==> config.mk <==
export PLATFORM = sky130hd
export DESIGN_NAME = band_floor_peak_auto_gain_core
export DESIGN_NICKNAME = d
export VERILOG_FILES = /design/src/rtl/core/bfpag_pkg.sv /design/src/rtl/core/band_floor_peak_auto_gain_core.sv
export VERILOG_INCLUDE_DIRS = /design/src /design/src/rtl/core
export SDC_FILE = /design/constraint.sdc
export NUM_CORES = 1
export LEC_CHECK = 0
export ABC_AREA = 1
export BUFFER_PORTS_ARGS = -buffer_cell sky130_fd_sc_hd__buf_2
export CAP_MARGIN = 20
export CORE_MARGIN = 2
export CORE_UTILIZATION = 50
export CTS_CLUSTER_DIAMETER = 120
export DETAILED_ROUTE_END_ITERATION = 6
export GPL_ROUTABILITY_DRIVEN = 1
export GPL_TIMING_DRIVEN = 0
export HOLD_SLACK_MARGIN = 0.15
export PLACE_DENSITY = 0.67
export SETUP_SLACK_MARGIN = 0.15
export SYNTH_ARGS = -nofsm -noshare
export SYNTH_HDL_FRONTEND = slang
export SYNTH_SLANG_ARGS = --single-unit
==> constraint.sdc <==
create_clock -name i_clk -period 7.9 [get_ports i_clk]
set_input_delay 0.79 -clock i_clk [delete_from_list [all_inputs] [get_ports i_clk]]
set_output_delay 0.79 -clock i_clk [all_outputs]
set_load 0.02 [all_outputs]
==> src/rtl/core/assert_macros.svh <==
// Assertion helpers used by the core RTL.
`ifndef ASSERT_MACROS_SVH
`define ASSERT_MACROS_SVH

// Check a property on every rising edge once reset has been released.
`define ASSERT_CLK(label, clk, rst_n, prop, msg) \
    label: assert property (@(posedge clk) disable iff (!rst_n) prop) else $error(msg);

// Check a property on every rising edge, reset included.
`define ASSERT_ALWAYS(label, clk, prop, msg) \
    label: assert property (@(posedge clk) prop) else $error(msg);

`endif

==> src/rtl/core/bfpag_pkg.sv <==
package bfpag_pkg;

    localparam int unsigned BANDS  = 4;
    localparam int unsigned BAND_W = 2;
    localparam int unsigned LVL_W  = 16;
    localparam int unsigned ST_W   = 24;
    localparam int unsigned ACC_W  = 41;
    localparam int unsigned MPL_W  = 17;
    localparam int unsigned CNT_W  = 5;

    localparam logic [ST_W-1:0]  FULL24     = 24'hFFFFFF;
    localparam logic [LVL_W-1:0] W_OLD      = 16'd45875;
    localparam logic [LVL_W-1:0] W_NEW      = 16'd19661;
    localparam logic [ACC_W-1:0] ROUND_HALF = 41'd32768;

    // step counts minus one for the serial units
    localparam logic [CNT_W-1:0] LAST_16 = 5'd15;
    localparam logic [CNT_W-1:0] LAST_17 = 5'd16;

    localparam logic [15:0] RST_PEAK_DECAY = 16'd65208;
    localparam logic [16:0] RST_FLOOR_RISE = 17'd65667;
    localparam logic [15:0] RST_MIN_RATIO  = 16'd768;

    localparam logic [1:0] CFG_PEAK_DECAY = 2'd0;
    localparam logic [1:0] CFG_FLOOR_RISE = 2'd1;
    localparam logic [1:0] CFG_MIN_RATIO  = 2'd2;

    typedef enum logic [3:0] {
        S_IDLE,
        S_LOAD,
        S_MUL_S,
        S_MUL_X,
        S_MUL_P,
        S_MUL_F,
        S_MUL_R,
        S_DIV,
        S_NEXT,
        S_DONE
    } t_state;

endpackage

==> src/rtl/core/band_floor_peak_auto_gain_core.sv <==
// Four-band auto-gain normalizer with peak and floor tracking.
// Input stream (i_s_*): one word per frame, four unsigned Q0.16 band levels.
// Output stream (o_m_*): one word per frame, four Q0.16 normalized levels,
//   65535 meaning one. Per band the block smooths the level, lets the peak
//   decay and the floor rise, and outputs (level-floor)/(peak-floor), or zero
//   when the peak stays below floor times min ratio, or level <= floor.
// Config port: i_cfg_we writes i_cfg_data to register i_cfg_idx
//   (0 peak decay, 1 floor rise, 2 min ratio); other indexes are ignored.
//   Write only while no frame is in flight.
// Timing: the bands go one after another through one bit-serial shift-add
//   multiplier (five products of 16 or 17 steps) and one restoring divider
//   (16 steps, skipped when the result is zero or full scale). A new frame
//   is accepted only once the previous result is in the output register.
// Reset: the config registers return to their defaults, smoothed levels and
//   peaks clear to zero, floors go to full scale, both streams go idle.
// Stall: a finished result waits in the output register; the next frame is
//   accepted and worked on meanwhile, and only the hand-off of its own result
//   waits until the output register is free.
`include "assert_macros.svh"

module band_floor_peak_auto_gain_core (
    input  logic        i_clk,
    input  logic        i_rst_n,
    input  logic        i_s_tvalid,
    output logic        o_s_tready,
    // [15:0] bass_level, [31:16] low_mid_level, [47:32] mid_level, [63:48] high_level
    input  logic [63:0] i_s_tdata,
    output logic        o_m_tvalid,
    input  logic        i_m_tready,
    // [15:0] bass_norm, [31:16] low_mid_norm, [47:32] mid_norm, [63:48] high_norm
    output logic [63:0] o_m_tdata,
    input  logic        i_cfg_we,
    input  logic [1:0]  i_cfg_idx,
    input  logic [16:0] i_cfg_data
);

    bfpag_pkg::t_state r_state;
    bfpag_pkg::t_state n_state;

    // configuration
    logic [15:0] r_decay;
    logic [16:0] r_rise;
    logic [15:0] r_ratio;

    // per-band tracking state
    logic [bfpag_pkg::ST_W-1:0] r_smooth [bfpag_pkg::BANDS];
    logic [bfpag_pkg::ST_W-1:0] r_peak   [bfpag_pkg::BANDS];
    logic [bfpag_pkg::ST_W-1:0] r_floor  [bfpag_pkg::BANDS];

    logic [bfpag_pkg::BAND_W-1:0] r_band;
    logic [bfpag_pkg::CNT_W-1:0]  r_cnt;
    logic                         r_ovalid;
    logic [63:0]                  r_odata;

    // frame and result shift lines, one band per shift
    logic [63:0] r_in;
    logic [63:0] r_res;

    // serial multiplier
    logic [bfpag_pkg::ACC_W-1:0] r_acc;
    logic [bfpag_pkg::ACC_W-1:0] r_mcand;
    logic [bfpag_pkg::MPL_W-1:0] r_mplier;

    // band working values and divider
    logic [bfpag_pkg::ST_W-1:0] r_lvl;
    logic [bfpag_pkg::ST_W-1:0] r_pk;
    logic [bfpag_pkg::ST_W-1:0] r_fl;
    logic [bfpag_pkg::ST_W-1:0] r_rem;
    logic [bfpag_pkg::ST_W-1:0] r_den;
    logic [15:0]                r_q;

    // control decode
    logic c_s_ready;
    logic c_last;
    logic c_out_free;

    // datapath helpers
    logic [bfpag_pkg::ACC_W-1:0] c_acc_nx;
    logic [bfpag_pkg::ST_W:0]    c_lvl_raw;
    logic [bfpag_pkg::ST_W-1:0]  c_lvl;
    logic [bfpag_pkg::ST_W-1:0]  c_pkd;
    logic [bfpag_pkg::ST_W-1:0]  c_pk_max;
    logic [bfpag_pkg::ST_W-1:0]  c_pk_new;
    logic [bfpag_pkg::ST_W+1:0]  c_risen_raw;
    logic [bfpag_pkg::ST_W-1:0]  c_risen;
    logic [bfpag_pkg::ST_W-1:0]  c_fl_min;
    logic [bfpag_pkg::ST_W-1:0]  c_fl_new;
    logic                        c_zero;
    logic                        c_sat;
    logic [bfpag_pkg::ST_W:0]    c_rem2;
    logic                        c_ge;
    logic [bfpag_pkg::ST_W:0]    c_rem_sub;

    assign c_acc_nx    = r_acc + (r_mplier[0] ? r_mcand : '0);
    assign c_lvl_raw   = c_acc_nx[40:16];
    assign c_lvl       = (c_lvl_raw > {1'b0, bfpag_pkg::FULL24}) ? bfpag_pkg::FULL24
                                                                 : c_lvl_raw[23:0];
    assign c_pkd       = c_acc_nx[39:16];
    assign c_pk_max    = (r_lvl > c_pkd) ? r_lvl : c_pkd;
    assign c_pk_new    = (c_pk_max == '0) ? 24'd1 : c_pk_max;
    assign c_risen_raw = {1'b0, c_acc_nx[40:16]} + 26'd1;
    assign c_risen     = (c_risen_raw > {2'b00, bfpag_pkg::FULL24}) ? bfpag_pkg::FULL24
                                                                    : c_risen_raw[23:0];
    assign c_fl_min    = (r_lvl < c_risen) ? r_lvl : c_risen;
    assign c_fl_new    = (c_fl_min == '0) ? 24'd1 : c_fl_min;
    // too little range, or level at or under the floor: output zero
    assign c_zero      = ({9'd0, r_pk, 8'd0} < c_acc_nx) || (r_lvl <= r_fl);
    // level is never above peak, so level equal to peak means a quotient of one
    assign c_sat       = (r_lvl == r_pk);
    assign c_rem2      = {r_rem, 1'b0};
    assign c_ge        = (c_rem2 >= {1'b0, r_den});
    assign c_rem_sub   = c_rem2 - {1'b0, r_den};

    // output decode
    always_comb begin
        c_s_ready  = (r_state == bfpag_pkg::S_IDLE);
        c_last     = (r_cnt == '0);
        c_out_free = !r_ovalid || i_m_tready;
    end

    // next state
    always_comb begin
        n_state = r_state;
        unique case (r_state)
            bfpag_pkg::S_IDLE:  if (i_s_tvalid) n_state = bfpag_pkg::S_LOAD;
            bfpag_pkg::S_LOAD:  n_state = bfpag_pkg::S_MUL_S;
            bfpag_pkg::S_MUL_S: if (c_last) n_state = bfpag_pkg::S_MUL_X;
            bfpag_pkg::S_MUL_X: if (c_last) n_state = bfpag_pkg::S_MUL_P;
            bfpag_pkg::S_MUL_P: if (c_last) n_state = bfpag_pkg::S_MUL_F;
            bfpag_pkg::S_MUL_F: if (c_last) n_state = bfpag_pkg::S_MUL_R;
            bfpag_pkg::S_MUL_R: begin
                if (c_last) n_state = (c_zero || c_sat) ? bfpag_pkg::S_NEXT
                                                        : bfpag_pkg::S_DIV;
            end
            bfpag_pkg::S_DIV:   if (c_last) n_state = bfpag_pkg::S_NEXT;
            bfpag_pkg::S_NEXT: begin
                n_state = (r_band == 2'd3) ? bfpag_pkg::S_DONE : bfpag_pkg::S_LOAD;
            end
            bfpag_pkg::S_DONE:  if (c_out_free) n_state = bfpag_pkg::S_IDLE;
            default:            n_state = bfpag_pkg::S_IDLE;
        endcase
    end

    always_ff @(posedge i_clk) begin
        if (!i_rst_n) begin
            r_state  <= bfpag_pkg::S_IDLE;
            r_band   <= '0;
            r_cnt    <= '0;
            r_ovalid <= 1'b0;
            r_decay  <= bfpag_pkg::RST_PEAK_DECAY;
            r_rise   <= bfpag_pkg::RST_FLOOR_RISE;
            r_ratio  <= bfpag_pkg::RST_MIN_RATIO;
            for (int b = 0; b < bfpag_pkg::BANDS; b++) begin
                r_smooth[b] <= '0;
                r_peak[b]   <= '0;
                r_floor[b]  <= bfpag_pkg::FULL24;
            end
        end else begin
            r_state <= n_state;

            if (i_cfg_we) begin
                unique case (i_cfg_idx)
                    bfpag_pkg::CFG_PEAK_DECAY: r_decay <= i_cfg_data[15:0];
                    bfpag_pkg::CFG_FLOOR_RISE: r_rise  <= i_cfg_data;
                    bfpag_pkg::CFG_MIN_RATIO:  r_ratio <= i_cfg_data[15:0];
                    default:                   ;
                endcase
            end

            // load a finished frame into the output register, drop it once taken
            if (r_state == bfpag_pkg::S_DONE && c_out_free) begin
                r_ovalid <= 1'b1;
            end else if (i_m_tready) begin
                r_ovalid <= 1'b0;
            end

            unique case (r_state)
                bfpag_pkg::S_IDLE: begin
                    if (i_s_tvalid) begin
                        r_in   <= i_s_tdata;
                        r_band <= '0;
                    end
                end
                bfpag_pkg::S_LOAD: begin
                    r_acc    <= bfpag_pkg::ROUND_HALF;
                    r_mcand  <= {17'd0, r_smooth[r_band]};
                    r_mplier <= {1'b0, bfpag_pkg::W_OLD};
                    r_cnt    <= bfpag_pkg::LAST_16;
                end
                bfpag_pkg::S_MUL_S, bfpag_pkg::S_MUL_X, bfpag_pkg::S_MUL_P,
                bfpag_pkg::S_MUL_F, bfpag_pkg::S_MUL_R: begin
                    // one multiplier bit per cycle
                    r_acc    <= c_acc_nx;
                    r_mcand  <= {r_mcand[39:0], 1'b0};
                    r_mplier <= {1'b0, r_mplier[16:1]};
                    r_cnt    <= r_cnt - 5'd1;
                    if (c_last) begin
                        case (r_state)
                            bfpag_pkg::S_MUL_S: begin
                                // keep the sum, add the new sample term
                                r_mcand  <= {17'd0, r_in[15:0], 8'd0};
                                r_mplier <= {1'b0, bfpag_pkg::W_NEW};
                                r_cnt    <= bfpag_pkg::LAST_16;
                            end
                            bfpag_pkg::S_MUL_X: begin
                                r_lvl    <= c_lvl;
                                r_acc    <= '0;
                                r_mcand  <= {17'd0, r_peak[r_band]};
                                r_mplier <= {1'b0, r_decay};
                                r_cnt    <= bfpag_pkg::LAST_16;
                            end
                            bfpag_pkg::S_MUL_P: begin
                                r_pk     <= c_pk_new;
                                r_acc    <= '0;
                                r_mcand  <= {17'd0, r_floor[r_band]};
                                r_mplier <= r_rise;
                                r_cnt    <= bfpag_pkg::LAST_17;
                            end
                            bfpag_pkg::S_MUL_F: begin
                                r_fl             <= c_fl_new;
                                r_smooth[r_band] <= r_lvl;
                                r_peak[r_band]   <= r_pk;
                                r_floor[r_band]  <= c_fl_new;
                                r_acc            <= '0;
                                r_mcand          <= {17'd0, c_fl_new};
                                r_mplier         <= {1'b0, r_ratio};
                                r_cnt            <= bfpag_pkg::LAST_16;
                            end
                            default: begin
                                // ratio check done: seed the divider
                                r_q   <= c_zero ? 16'd0 : 16'hFFFF;
                                r_rem <= r_lvl - r_fl;
                                r_den <= r_pk - r_fl;
                                r_cnt <= bfpag_pkg::LAST_16;
                            end
                        endcase
                    end
                end
                bfpag_pkg::S_DIV: begin
                    // one quotient bit per cycle
                    r_rem <= c_ge ? c_rem_sub[23:0] : c_rem2[23:0];
                    r_q   <= {r_q[14:0], c_ge};
                    r_cnt <= r_cnt - 5'd1;
                end
                bfpag_pkg::S_NEXT: begin
                    r_res  <= {r_q, r_res[63:16]};
                    r_in   <= {16'd0, r_in[63:16]};
                    r_band <= r_band + 2'd1;
                end
                bfpag_pkg::S_DONE: begin
                    if (c_out_free) r_odata <= r_res;
                end
                default: ;
            endcase
        end
    end

    assign o_s_tready = c_s_ready;
    assign o_m_tvalid = r_ovalid;
    assign o_m_tdata  = r_odata;

    `ASSERT_CLK(a_accept_starts_band0, i_clk, i_rst_n,
        (i_s_tvalid && o_s_tready) |=> (r_state == bfpag_pkg::S_LOAD && r_band == '0),
        "frame accept did not start at the first band")
    `ASSERT_CLK(a_div_rem_below_den, i_clk, i_rst_n,
        (r_state == bfpag_pkg::S_DIV) |-> (r_rem < r_den),
        "divider remainder not below divisor")
    `ASSERT_CLK(a_done_hands_off, i_clk, i_rst_n,
        (r_state == bfpag_pkg::S_DONE && c_out_free) |=> (o_m_tvalid && o_s_tready),
        "finished frame not handed to the output register")
    `ASSERT_CLK(a_peak_over_level, i_clk, i_rst_n,
        (r_peak[0] >= r_smooth[0]) && (r_peak[1] >= r_smooth[1]) &&
        (r_peak[2] >= r_smooth[2]) && (r_peak[3] >= r_smooth[3]),
        "stored peak below smoothed level")
    `ASSERT_ALWAYS(a_reset_idles, i_clk,
        !i_rst_n |=> (!o_m_tvalid && r_state == bfpag_pkg::S_IDLE),
        "reset did not idle the block")

endmodule
==> run_results.csv <==
group,metric,value,unit
timing,setup_violations,0,
yosys,synthAdderAreaFrac,5.89,%
yosys,synth_top_area_share,53.1,%
clock_network,h-tree-depth,3,
global_route,grt_pass1_vias,31100,
worst_setup_path,crit_start,"r_mplier[0]",
yosys,synth_area_leader_cell,"edfxtp_1",
clock_network,cts_hold_buf,0,
clock_network,cts_tree,"yes",
pwr,leakagePower,18.9,nW
yosys,synth_compound_area_share,10.1,%
run,drv_cap,0,
yosys,ys_seq_area_share,56.2,%
floorplanning,die_h,288,um
worst_hold_path,hold_path.class,"in -> reg",
floorplanning,io_pins,154,
pwr,ir_worst_vdd,0.000191,V
detailed_routing,wl_per_cell,22.4,um
final_layout,layout.nets,4952,
clock_network,numCtsBuffers,82,
worst_hold_path,worstHoldStart,"i_cfg_data[16]",
worst_setup_path,crit_path_frequent_cell,"nand2_1",
clock_network,clk_latency,0.66,ns
timing,whs,0.359,ns
clock_network,clockBufferDepth,3,
yosys,synth-async-reset-ratio,0,%
detailed_routing,wl,130000,um
yosys,synthesis.area,0.0404,sq mm
global_route,grt.overflow.total,0,
timing,fin_tns_setup,0,ns
detailed_routing,drt-initial-drc-count,3724,
final_layout,layoutNonFillerInstCount,5804,
worst_setup_path,max_stage_delay,0.47,ns
pwr,power_switching,6.39,mW
pwr,p_clk_share,25.7,%
clock_network,cts_sinks,778,
placed_design,postPlaceCellArea,0.0430,sq mm
worst_setup_path,cp.required,8.40,ns
placed_design,numPortBuffers,152,
yosys,syn-num-nets,4684,
placed_design,dp_slack,-0.800,ns
worst_setup_path,crit_path_end_kind,"flip-flop",
timing,setup_ws,0.546,ns
timing,worst_pin_slew,1.05,ns
yosys,ys_types,58,
pwr,power_density,335,mW/mm^2
yosys,synthCells,4408,
floorplanning,dieArea,0.0831,sq mm
global_route,antenna_found_initial,4,
yosys,yosysWarningCount,0,
final_layout,final_area,0.0460,sq mm
worst_setup_path,cp.arrival,7.85,ns
final_layout,layout-drive-gt1-share,9.17,%
detailed_routing,drt_pass1_iterations,6,
global_route,track_usage,31.1,%
timing,fmax,136,MHz
outcome,status,"complete, no violations",
timing,skew,0.0288,ns
worst_setup_path,start_kind,"flip-flop",
worst_setup_path,criticalPathCategory,"reg -> reg",
timing,fin_crit,7.35,ns
timing,finalCritPeriodShare,93.1,%
final_layout,syn_to_final_growth,13.9,%
placed_design,gp_congestion,1.04,
floorplanning,coreArea,0.0803,sq mm
timing,final-hold-violation-count,0,
timing,maxSlewHeadroom,29.7,%
placed_design,hpwl,98300,um
pwr,switching_share,41.4,%
clock_network,clk_pin_slew,0.06,ns
worst_setup_path,r2r_start,"r_mplier[0]",
worst_setup_path,cp_max_fo,10,
floorplanning,rows,104,
yosys,synth.area.top_cells,"edfxtp_1 53%, nand2_1 10%, nor2_1 5.9%",
floorplanning,start_util,50.3,%
pwr,pwr-share-comb,40.5,%
detailed_routing,ant_nets,0,
detailed_routing,drc_errors,0,
global_route,grt_pass1_wl,192000,um
floorplanning,die_x,288,um
detailed_routing,dr_total_vias,33000,
worst_setup_path,critPathSlowestCell,"o21ai_1",
yosys,synth-edff-count,715,
yosys,synthFlopType,"edfxtp_1",
yosys,syn_avg_cell_area,9.17,sq um
clock_network,ctsRootBufferMaster,"clkbuf_16",
placed_design,place_inst,5647,
detailed_routing,via_per_inst,5.69,
yosys,synth_mux_area_share,0,%
pwr,pwr-share-seq,33.8,%
timing,rsz0062_at_grt,"true",
yosys,yosys.area_share.simple,19.4,%
yosys,synth_top_family_by_area,"simple AND/OR/NAND/NOR gates",
final_layout,fill_cells,7029,
yosys,synth.ff_latch_count,778,
timing,maxSlewViolCount,0,
yosys,yosys.area_share.xor_xnor,2.29,%
pwr,internal-power,9.04,mW
global_route,grt_max_degree,58,
[critical path: cells and delay by family (launching register included)]
| kind | cells | cell delay, ns |
|---|---|---|
| simple gates | 19 | 2.08 |
| fa+ha+maj | 4 | 1.10 |
| xor+xnor | 1 | 0.23 |
| buf+inv | 10 | 1.77 |
| flops | 1 | 0.32 |
| compound gates | 9 | 1.72 |
[synth_stat cells, types with 5 or more instances]
cell,count
clkbuf_1,151
o21ai_1,8
buf_1,5
nor2_2,8
o2111ai_1,24
nand2_1,1088
inv_2,25
ha_1,184
inv_1,447
nand2_2,16
a221o_1,8
buf_2,5
o211ai_1,11
a41oi_1,7
a22oi_1,8
o22ai_1,56
clkinv_1,11
a21o_1,5
nor4_1,11
xnor2_1,39
edfxtp_1,715
nor3_1,33
a21oi_1,232
dfxtp_1,63
nand3b_1,5
a22o_1,5
xor2_1,63
nand3_1,127
o21ai_0,317
a211oi_1,11
nand4_1,26
nor2_1,630
o21bai_1,8
o31ai_1,7
a31oi_1,5
[power groups by stage]
| stage | logic, mW | registers [mW] | clock network [mW] |
|---|---|---|---|
| 5_1_grt | 6.76 | 5.24 | 4.14 |
| 3_3_place_gp | 5.71 | 5.36 | 0 |
| 2_1_floorplan | 3.78 | 5.26 | 0 |
| 6_report | 6.25 | 5.22 | 3.97 |
| 4_1_cts | 5.92 | 5.21 | 3.99 |
| 3_5_place_dp | 5.83 | 5.29 | 0 |
[sequential cells by signal, indices dropped and copies added (netlist names), named ones only]
name,cells
r_floor,96
r_peak,96
r_smooth,96
o_m_tdata,64
r_in,64
r_res,64
r_acc,41
r_mcand,41
r_den,24
r_fl,24
r_lvl,24
r_pk,24
r_rem,24
r_mplier,17
r_rise,17
r_decay,16
r_q,16
r_ratio,16
r_cnt,5
r_state,4
r_band,2
o_m_tvalid,1
[through the flow]
step	utilization (%)	power, mW
floorplan	-	9.04
CTS	57.1	15.1
global placement	52.9	11.1
global route	57.3	16.1
finish	57.3	15.4
detailed placement	53.6	11.1
[layout make-up]
class                   instances  area (sq um)  share of cell area (%)
flip-flops and latches        778         22700                    49.4
clock inverters                41           514                    1.12
well taps                    1060          1330                    2.88
clock buffers                 109          2230                    4.84
diodes                          2          5.00                  0.0109
repair buffers                184          1250                    2.71
multi-input cells            2984         15500                    33.7
plain buffers                 163           653                    1.42
inverters                     483          1820                    3.95
[layout by cell type, fill, tap and decap left out, types with 26 or more instances in the layout]
master     count
inv_1        443
clkbuf_1     162
nand3_1      126
nand4_1       26
nand2_1     1067
clkbuf_16     83
edfxtp_1     715
nand2_2       31
o22ai_1       56
xnor2_1       39
dfxtp_1       63
buf_2        155
a21oi_1      232
nor2_1       622
nor3_1        31
ha_1         184
o21ai_0      317
xor2_1        63
inv_2         27
[final timing paths]
path,depth (start not counted),slack (ns),to
worst max-delay path,43,0.55,r_mcand[7]
worst min-delay path,3,0.36,r_rise[16]
worst max register to register,43,0.55,r_mcand[7]
worst min register to register,0,0.42,r_res[63]
[metal layers]
metal / global-route usage, % / wire (um) / vias to the layer above
met5: 0 / 33 / -
met4: 16.7 / 7980 / 6
met3: 6.52 / 12500 / 386
met2: 49.8 / 59600 / 1668
met1: 39.9 / 50100 / 15600
li1: - / - / 15400
[logic make-up after synthesis]
group | count (synthesis)
flip-flops | 778
AND/OR/NAND/NOR | 1963
XOR/XNOR | 104
AO/OA/AOI/OAI | 729
buffers and inverters | 646
adder cells (fa/ha/maj) | 188
[repair_timing]
action                                  4_1_cts  5_1_grt
setup buffers                                 1        4
resized for setup                            13       46
pin swaps                                     1        1
endpoints found under the setup margin      143      101
No activity file was read; power rests on OpenSTA's default activity.
